===== src/hw/rtl/ilir_pkg.sv =====
// ----------------------------------------------------------------------------
// ilir_pkg
// Shared types and defaults for the indexed list: command and status codes,
// per-cell operation codes and the control bundle that drives each cell.
// ----------------------------------------------------------------------------
package ilir_pkg;

  localparam int unsigned CAPACITY_DEF      = 64;
  localparam int unsigned ELEMENT_WIDTH_DEF = 32;

  typedef enum logic [2:0] {
    CMD_GET    = 3'd0,
    CMD_SET    = 3'd1,
    CMD_INSERT = 3'd2,
    CMD_APPEND = 3'd3,
    CMD_REMOVE = 3'd4,
    CMD_RESIZE = 3'd5,
    CMD_EMPTY  = 3'd6
  } cmd_e;

  typedef enum logic [1:0] {
    ST_OK    = 2'd0,
    ST_RANGE = 2'd1,
    ST_FULL  = 2'd2
  } status_e;

  // What every cell of the row does in a cycle.
  typedef enum logic [2:0] {
    OP_HOLD,
    OP_WRITE,
    OP_INSERT,
    OP_REMOVE,
    OP_READ
  } cell_op_e;

  // Per-cell decode, worked out by the top level from the cell's slot number.
  typedef struct packed {
    cell_op_e op;
    logic     at_idx;     // slot == target index
    logic     above_idx;  // slot >  target index
    logic     le_len;     // slot <= entry count
    logic     lt_len_m1;  // slot + 1 < entry count
  } cell_ctrl_t;

endpackage


===== src/hw/rtl/ilir_cell.sv =====
// ----------------------------------------------------------------------------
// ilir_cell
// One slot of the list: holds one element, takes its lower neighbor on
// insert and its upper neighbor on remove, and forms one stage of the read
// chain that walks a looked-up element down to slot zero.
// ----------------------------------------------------------------------------
module ilir_cell #(
  parameter int unsigned ELEMENT_WIDTH = ilir_pkg::ELEMENT_WIDTH_DEF
) (
  input  logic                     clk_i,
  input  logic                     rst_ni,
  input  ilir_pkg::cell_ctrl_t     ctrl_i,
  input  logic [ELEMENT_WIDTH-1:0] wr_value_i,
  input  logic [ELEMENT_WIDTH-1:0] prev_elem_i,
  input  logic [ELEMENT_WIDTH-1:0] next_elem_i,
  input  logic [ELEMENT_WIDTH-1:0] next_rd_i,
  output logic [ELEMENT_WIDTH-1:0] elem_o,
  output logic [ELEMENT_WIDTH-1:0] rd_o
);

  logic [ELEMENT_WIDTH-1:0] elem_d, elem_q;
  logic [ELEMENT_WIDTH-1:0] rd_d, rd_q;

  always_comb begin
    elem_d = elem_q;
    unique case (ctrl_i.op)
      ilir_pkg::OP_WRITE: begin
        if (ctrl_i.at_idx) elem_d = wr_value_i;
      end
      ilir_pkg::OP_INSERT: begin
        if (ctrl_i.at_idx) begin
          elem_d = wr_value_i;
        end else if (ctrl_i.above_idx && ctrl_i.le_len) begin
          elem_d = prev_elem_i;
        end
      end
      ilir_pkg::OP_REMOVE: begin
        if ((ctrl_i.at_idx || ctrl_i.above_idx) && ctrl_i.lt_len_m1) elem_d = next_elem_i;
      end
      default: elem_d = elem_q;
    endcase
  end

  // Read chain: the target slot loads its element, every other slot passes
  // its upper neighbor down.
  assign rd_d = ctrl_i.at_idx ? elem_q : next_rd_i;

  // store contents are part of the reset state
  always_ff @(posedge clk_i or negedge rst_ni) begin
    if (!rst_ni) begin
      elem_q <= '0;
    end else begin
      elem_q <= elem_d;
    end
  end

  always_ff @(posedge clk_i) begin
    if (ctrl_i.op == ilir_pkg::OP_READ) rd_q <= rd_d;
  end

  assign elem_o = elem_q;
  assign rd_o   = rd_q;

endmodule


===== config.mk =====
export PLATFORM = sky130hd
export DESIGN_NAME = ilir_cell
export DESIGN_NICKNAME = d
export VERILOG_FILES = /design/src/hw/rtl/ilir_pkg.sv /design/src/hw/rtl/ilir_cell.sv
export SDC_FILE = /design/constraint.sdc
export NUM_CORES = 1
export LEC_CHECK = 0
export BUFFER_PORTS_ARGS = -buffer_cell sky130_fd_sc_hd__buf_2
export CAP_MARGIN = 20
export CORE_UTILIZATION = 42
export DETAILED_ROUTE_END_ITERATION = 12
export HOLD_SLACK_MARGIN = 0.1
export PLACE_DENSITY = 0.8
export SYNTH_ARGS = -nofsm -noshare
export SYNTH_HDL_FRONTEND = slang
export SYNTH_SLANG_ARGS = --single-unit
export TNS_END_PERCENT = 30

===== constraint.sdc =====
create_clock -name clk_i -period 1.06 [get_ports clk_i]
set_input_delay 0 -clock clk_i [delete_from_list [all_inputs] [get_ports clk_i]]
set_output_delay 0 -clock clk_i [all_outputs]
set_load 0.01 [all_outputs]

==> impl_metrics.toml, run 1 <==
[clock_network]
cts_sinks = 64
cts_hold_buf = 113
postCtsSetupBuffers = 0
clock-root-buffer = "clkbuf_8"
cts-resized-gates = 0
cts-buffers-inserted = 9
clockBufferDepth = 2
htreeDepth = 3

[synthesis]
syn_avg_cell_area_um2 = 12.6
synth_top_family_by_area = "compound AO/OA/AOI/OAI gates"
yosys.area_share.xor_xnor_pct = 0
ys.flop_type = "edfxtp_1"
synth_edf_count = 32
synth_adder_area_share_pct = 0
syn_inst = 239
yosysTopAreaCellShare_pct = 31.8
synth.mux.area_fraction_pct = 13.8
yosys-top-cells-count = "mux2_2, a21oi_1, dfrtp_1, edfxtp_1, nor2_1"
ys_warn_count = 0
synth_compound_area_share_pct = 17.6
syn_area_mm2 = 0.00302
async_flop_share_pct = 50.0
ys_seq_elements = 64
synth-simple-area-share_pct = 6.92
synth_seq_area_share_pct = 58.4
synth_cell_types = 24
synth_area_leaders = "edfxtp_1, dfrtp_1, mux2_2"
synth_most_common_cell = "mux2_2"
synth_largest_area_cell = "edfxtp_1"
syn_nets = 376

[floorplanning]
fp-row-count = 30
fp.dieH_um = 86.8
io_pins = 201
die_w_um = 86.8
initial_utilization_pct = 44.0

[placement]
dp_hpwl_mm = 6.87
portBuffers = 200
gp_congestion = 0.759

[status]
outcome = "aborted with a tool error"
lastStage = "4_1_cts"
error = "[ERROR RSZ-0060] Max buffer count reached."
## logic make-up after synthesis
family,Yosys count
AO/OA/AOI/OAI,70
buffers and inverters,22
flip-flops,64
multiplexers,37
AND/OR/NAND/NOR,46
## metrics by stage
stage          TNS [ps]  area (um^2)  instances  worst slack (ps)
3_3_place_gp     -15050         4370        546              -248
2_1_floorplan    -25560         3050        239              -382
3_5_place_dp     -17410         4370        546              -302
==> run 2: changes to the inputs <==
--- a/config.mk
+++ b/config.mk
@@ -7,10 +7,9 @@
 export LEC_CHECK = 0
 export BUFFER_PORTS_ARGS = -buffer_cell sky130_fd_sc_hd__buf_2
 export CAP_MARGIN = 20
-export CORE_UTILIZATION = 42
+export CORE_UTILIZATION = 32
 export DETAILED_ROUTE_END_ITERATION = 12
-export HOLD_SLACK_MARGIN = 0.1
-export PLACE_DENSITY = 0.8
+export PLACE_DENSITY_LB_ADDON = 0.15
 export SYNTH_ARGS = -nofsm -noshare
 export SYNTH_HDL_FRONTEND = slang
 export SYNTH_SLANG_ARGS = --single-unit
==> run 2 against run 1 <==
  * Synthesized area unchanged
  * The run now ends clean
  * Synthesized cell count unchanged
==> impl_metrics.toml, run 2 <==
[worst_setup_path]
end_kind = "flip-flop"
ff2ff_setup_slack_ps = 130
path_class = "in2reg"
worstPathMaxFanout = 11
critPathLaunchType = "primary input"
cp_data_arrival_time_ps = 1220
required_ps = 1260

[clock_network]
clock_latency_ps = 330
postCtsSetupBuffers = 0
cts_tree = "yes"
cts_sinks = 64
htreeDepth = 3
clockBufferDepth = 2
cts-buffers-inserted = 9
clock-root-buffer = "clkbuf_8"
clk_pin_slew_ps = 70

[run]
max-cap-violations = 0

[drt]
vias = 3363
viasPerCell = 4.99
drtIter0Drc = 197
routedWlPerCell_um = 15.9
totalWireLength_mm = 10.7
ant_nets = 0
drc_errors = 0
first_pass_iters = 5

[timing]
drv_slew = 0
worstMarginPinSlew_ps = 456
period_minus_slack_ps = 1020
rsz0062_at_grt = "yes"
relSlewSlack_pct = 69.6
whs_ps = 17.4
setup_viol = 0
fmax_mhz = 980
hold_viol_final = 0
post-route-period-util_pct = 96.3
skew_ps = 9.78

[synthesis]
yosysTopAreaCellShare_pct = 31.8
syn_inst = 239
ys_warn_count = 0
synth_most_common_cell = "mux2_2"
synth_cell_types = 24
synth_largest_area_cell = "edfxtp_1"
synth_edf_count = 32
ys_seq_elements = 64
synth_seq_area_share_pct = 58.4
ys.flop_type = "edfxtp_1"
synth_area_leaders = "edfxtp_1, dfrtp_1, mux2_2"
async_flop_share_pct = 50.0
syn_area_mm2 = 0.00302
yosys-top-cells-count = "mux2_2, a21oi_1, dfrtp_1, edfxtp_1, nor2_1"
syn_nets = 376
syn_avg_cell_area_um2 = 12.6

[finish]
multi_input_area_mm2 = 0.00119
final_cell_mix = "buf_2, dlygate4sd3_1, mux2_2"
nFillCells = 793
fin_area_mm2 = 0.00554
drive_gt1_share_pct = 50.8
nets = 695
layout.area.seq_mm2 = 0.00176
layout_commonest_cell = "buf_2"
num_antenna_cells = 0
fin_util_pct = 60.3
final_cells = 674
area.growth.synth_to_final_pct = 83.6

[min_path]
hp-class = "in2reg"

[grt]
grt_first_pass_wirelength_mm = 16.9
grtUsageTotal_pct = 22.3
grt_pass1_vias = 3476
gr-total-overflow = 0
grt_max_degree = 33
antenna_found_initial = 0

[placement]
placed_cells = 559
portBuffers = 200
gp_congestion = 0.808
dp_hpwl_mm = 7.09
dpl_cell_area_mm2 = 0.00437

[floorplanning]
die_w_um = 99.1
design.core.area_mm2 = 0.00920
io_pins = 201
fp-row-count = 35
initial_utilization_pct = 32.8
die_area_mm2 = 0.00983
fp.dieH_um = 99.1

[power]
peakVddDrop_mv = 0.595
power_mw = 6.85
leakagePower_nw = 2.46
power.density_mw_per_mm2 = 1240

[status]
outcome = "finished clean"
==> run 2: logic make-up after synthesis <==
group,count (synthesis),synth area share [%]
compound gates,70,17.6
flops,64,58.4
simple gates,46,6.92
mux,37,13.8
buf+inv,22,3.32
==> run 2: repair_timing <==
action / CTS / global route
resized for setup: 0 / 4
hold buffers: 100 / 0
setup endpoints to repair: 0 / 18
hold endpoints to repair: 92 / 0
==> run 2: area by class of cell <==
cell class | instances | area share [%]
repair buffers | 329 | 41.3
flip-flops and latches | 64 | 31.8
multi-input cells | 153 | 21.5
well taps | 111 | 2.51
clock buffers | 12 | 2.44
clock inverters | 4 | 0.406
inverters | 1 | 0.0677
==> run 2: power by group <==
group | switching (mW) | internal, mW
Clock | 0.925 | 0.840
Sequential | 0.216 | 2.96
Combinational | 0.833 | 1.07
Total | 1.97 | 4.87
==> run 2: per-stage QoR <==
stage,worst slack [ps],TNS [ps]
floorplan,-382,-25560
global route,-9.91,-9.91
finish,39.2,0
detailed placement,-332,-13220
global placement,-242,-11120
CTS,12.2,0
==> run 2: final timing paths <==
kind	start	endpoint	depth (start not counted)
setup / recovery	ctrl_i[5]	elem_o[16]$_DFFE_PN0P_	6
hold / removal	next_elem_i[30]	elem_o[30]$_DFFE_PN0P_	3
setup reg to reg	elem_o[23]$_DFFE_PN0P_	rd_o[23]$_DFFE_PN_	1
hold reg to reg	elem_o[13]$_DFFE_PN0P_	elem_o[13]$_DFFE_PN0P_	1
max in group asynchronous	rst_ni	elem_o[16]$_DFFE_PN0P_	3
min in group asynchronous	rst_ni	elem_o[31]$_DFFE_PN0P_	3
==> run 2: layer usage <==
metal	track usage [%]	routed length, um	vias up
li1	-	-	1585
met1	27.0	4320	1590
met2	39.2	5410	172
met3	4.57	800	16
met4	8.60	179	0
met5	0	0	-
==> run 2: worst max-delay path: stages <==
cell and delay [ps]:
buf_2 120, nor2b_1 160, and2_1 210, buf_4 200, a222oi_1 410, a21oi_1 120
No activity file was read; power rests on OpenSTA's default activity.
==> run 3: changes to the inputs <==
--- a/config.mk
+++ b/config.mk
@@ -8,8 +8,8 @@
 export BUFFER_PORTS_ARGS = -buffer_cell sky130_fd_sc_hd__buf_2
 export CAP_MARGIN = 20
 export CORE_UTILIZATION = 32
+export CTS_CLUSTER_DIAMETER = 60
 export DETAILED_ROUTE_END_ITERATION = 12
-export PLACE_DENSITY_LB_ADDON = 0.15
 export SYNTH_ARGS = -nofsm -noshare
 export SYNTH_HDL_FRONTEND = slang
 export SYNTH_SLANG_ARGS = --single-unit
==> run 3 against run 2 <==
  * Power rose by 1.6%
  * Hold slack worse by 6.0 ps
  * Via count is essentially flat
  * First-iteration DRC count fell by 16%
  * Die area unchanged
  * Non-clock buffer count rose by 6
  * Utilization grew 0.87 points
  * Global-route usage up 0.43 points
  * Clock skew is 1.9 ps higher
  * Largest power group unchanged
  * Highest routed layer unchanged
==> impl_metrics.toml, run 3 (synthesized netlist as in run 2, its figures left out) <==
[grt]
grt_first_pass_wirelength_mm = 17.2
grt_pass1_vias = 3551
grtUsageTotal_pct = 22.8
gr-total-overflow = 0
grt_max_degree = 49
antenna_found_initial = 0

[power]
power_mw = 6.96
leakagePower_nw = 2.51
peakVddDrop_mv = 0.553
power.density_mw_per_mm2 = 1240

[floorplanning]
fp-row-count = 35
die_area_mm2 = 0.00983
io_pins = 201
design.core.area_mm2 = 0.00920
die_w_um = 99.1
fp.dieH_um = 99.1
initial_utilization_pct = 32.8

[worst_setup_path]
slowest_stage = "a222oi_1"
required_ps = 1260
end_kind = "flip-flop"
ff2ff_path_depth = 1
path_class = "in2reg"
critPathLaunchType = "primary input"
path_cells = "buf_2, nor2b_2, and2_1, buf_12, a222oi_1, a21oi_1"
ff2ff_setup_slack_ps = 130
worstPathMaxFanout = 15
reg2reg_from = "elem_o[26]$_DFFE_PN0P_"
r2r-end = "rd_o[26]$_DFFE_PN_"
cp_data_arrival_time_ps = 1220
slowest_delay_ps = 440

[timing]
setup_viol = 0
layout_setup_ws_ps = 45.7
skew_ps = 11.7
period_minus_slack_ps = 1010
whs_ps = 11.4
setup-tns-final_ps = 0
hold_viol_final = 0
drv_slew = 0
fmax_mhz = 986
post-route-period-util_pct = 95.7
relSlewSlack_pct = 68.2
rsz0062_at_grt = "yes"
worstMarginPinSlew_ps = 477

[finish]
drive_gt1_share_pct = 51.1
multi_input_area_mm2 = 0.00118
nets = 701
num_antenna_cells = 0
area.growth.synth_to_final_pct = 86.2
layout_commonest_cell = "buf_2"
layout.area.seq_mm2 = 0.00176
final_cell_mix = "buf_2, dlygate4sd3_1, mux2_2"
nFillCells = 738

[drt]
first_pass_iters = 7
totalWireLength_mm = 11.1
vias = 3365
routedWlPerCell_um = 16.3
drtIter0Drc = 165
viasPerCell = 4.95
drc_errors = 0
ant_nets = 0

[clock_network]
cts-buffers-inserted = 9
cts_tree = "yes"
htreeDepth = 3
clockBufferDepth = 2
clock-root-buffer = "clkbuf_8"
cts_sinks = 64
clk_pin_slew_ps = 70
clock_latency_ps = 330
postCtsSetupBuffers = 0

[min_path]
hold_end = "elem_o[18]$_DFFE_PN0P_"
hp-start = "wr_value_i[18]"
hp-class = "in2reg"
min_path_cells = 3

[placement]
dp_hpwl_mm = 7.03
gp_congestion = 0.784
pre_cts_ws_ps = -350
portBuffers = 200

[status]
outcome = "finished clean"

[run]
max-cap-violations = 0
run 3: power breakdown:
group | switching (mW) | total (mW) | internal (mW)
combinational | 0.846 | 1.96 | 1.12
clock | 0.927 | 1.83 | 0.902
sequential | 0.202 | 3.16 | 2.96
run 3: cell type report:
cell class                      count  area share [%]
Timing Repair Buffer              335            42.1
Sequential cell                    64            31.3
Multi-Input combinational cell    153            21.0
Clock buffer                       12            2.58
Tap cell                          111            2.47
Clock inverter                      4           0.401
Inverter                            1          0.0668
run 3: how the worst max path moves through the flow:
stage / start / to / slack (ps) / cells after the start
floorplan: ctrl_i[4] / rd_o[0]$_DFFE_PN_ / -380 / 2
global placement: ctrl_i[5] / elem_o[8]$_DFFE_PN0P_ / -360 / 6
detailed placement: ctrl_i[5] / elem_o[8]$_DFFE_PN0P_ / -350 / 6
CTS: ctrl_i[5] / elem_o[8]$_DFFE_PN0P_ / 9 / 6
global route: ctrl_i[6] / elem_o[8]$_DFFE_PN0P_ / -30 / 7
finish: ctrl_i[5] / elem_o[0]$_DFFE_PN0P_ / 50 / 6
run 3: critical path, delay by kind of cell:
| family | cells | cell delay (ps) |
|---|---|---|
| AO/OA/AOI/OAI | 2 | 560 |
| AND/OR/NAND/NOR | 2 | 370 |
| buffers and inverters | 2 | 280 |
run 3: through the flow:
step | utilization [%] | area, um^2 | instances
3_5_place_dp | 48.4 | 4450 | 564
2_1_floorplan | - | 3050 | 239
5_1_grt | 61.1 | 5620 | 680
3_3_place_gp | 48.4 | 4450 | 564
6_report | 61.1 | 5620 | 680
4_1_cts | 61.1 | 5620 | 680
run 3: repair_timing:
action | 4_1_cts | 5_1_grt
pin swaps | 1 | 2
hold buffers | 100 | 0
setup endpoints to repair | 1 | 7
gates resized for setup | 1 | 2
hold endpoints to repair | 91 | 0
run 3: per-layer routing:
metal	track usage, %	up-vias	routed length (um)
met5	0	-	0
met1	26.1	1571	4340
met2	41.0	173	5720
li1	-	1600	-
met4	8.60	0	235
met3	5.69	21	758
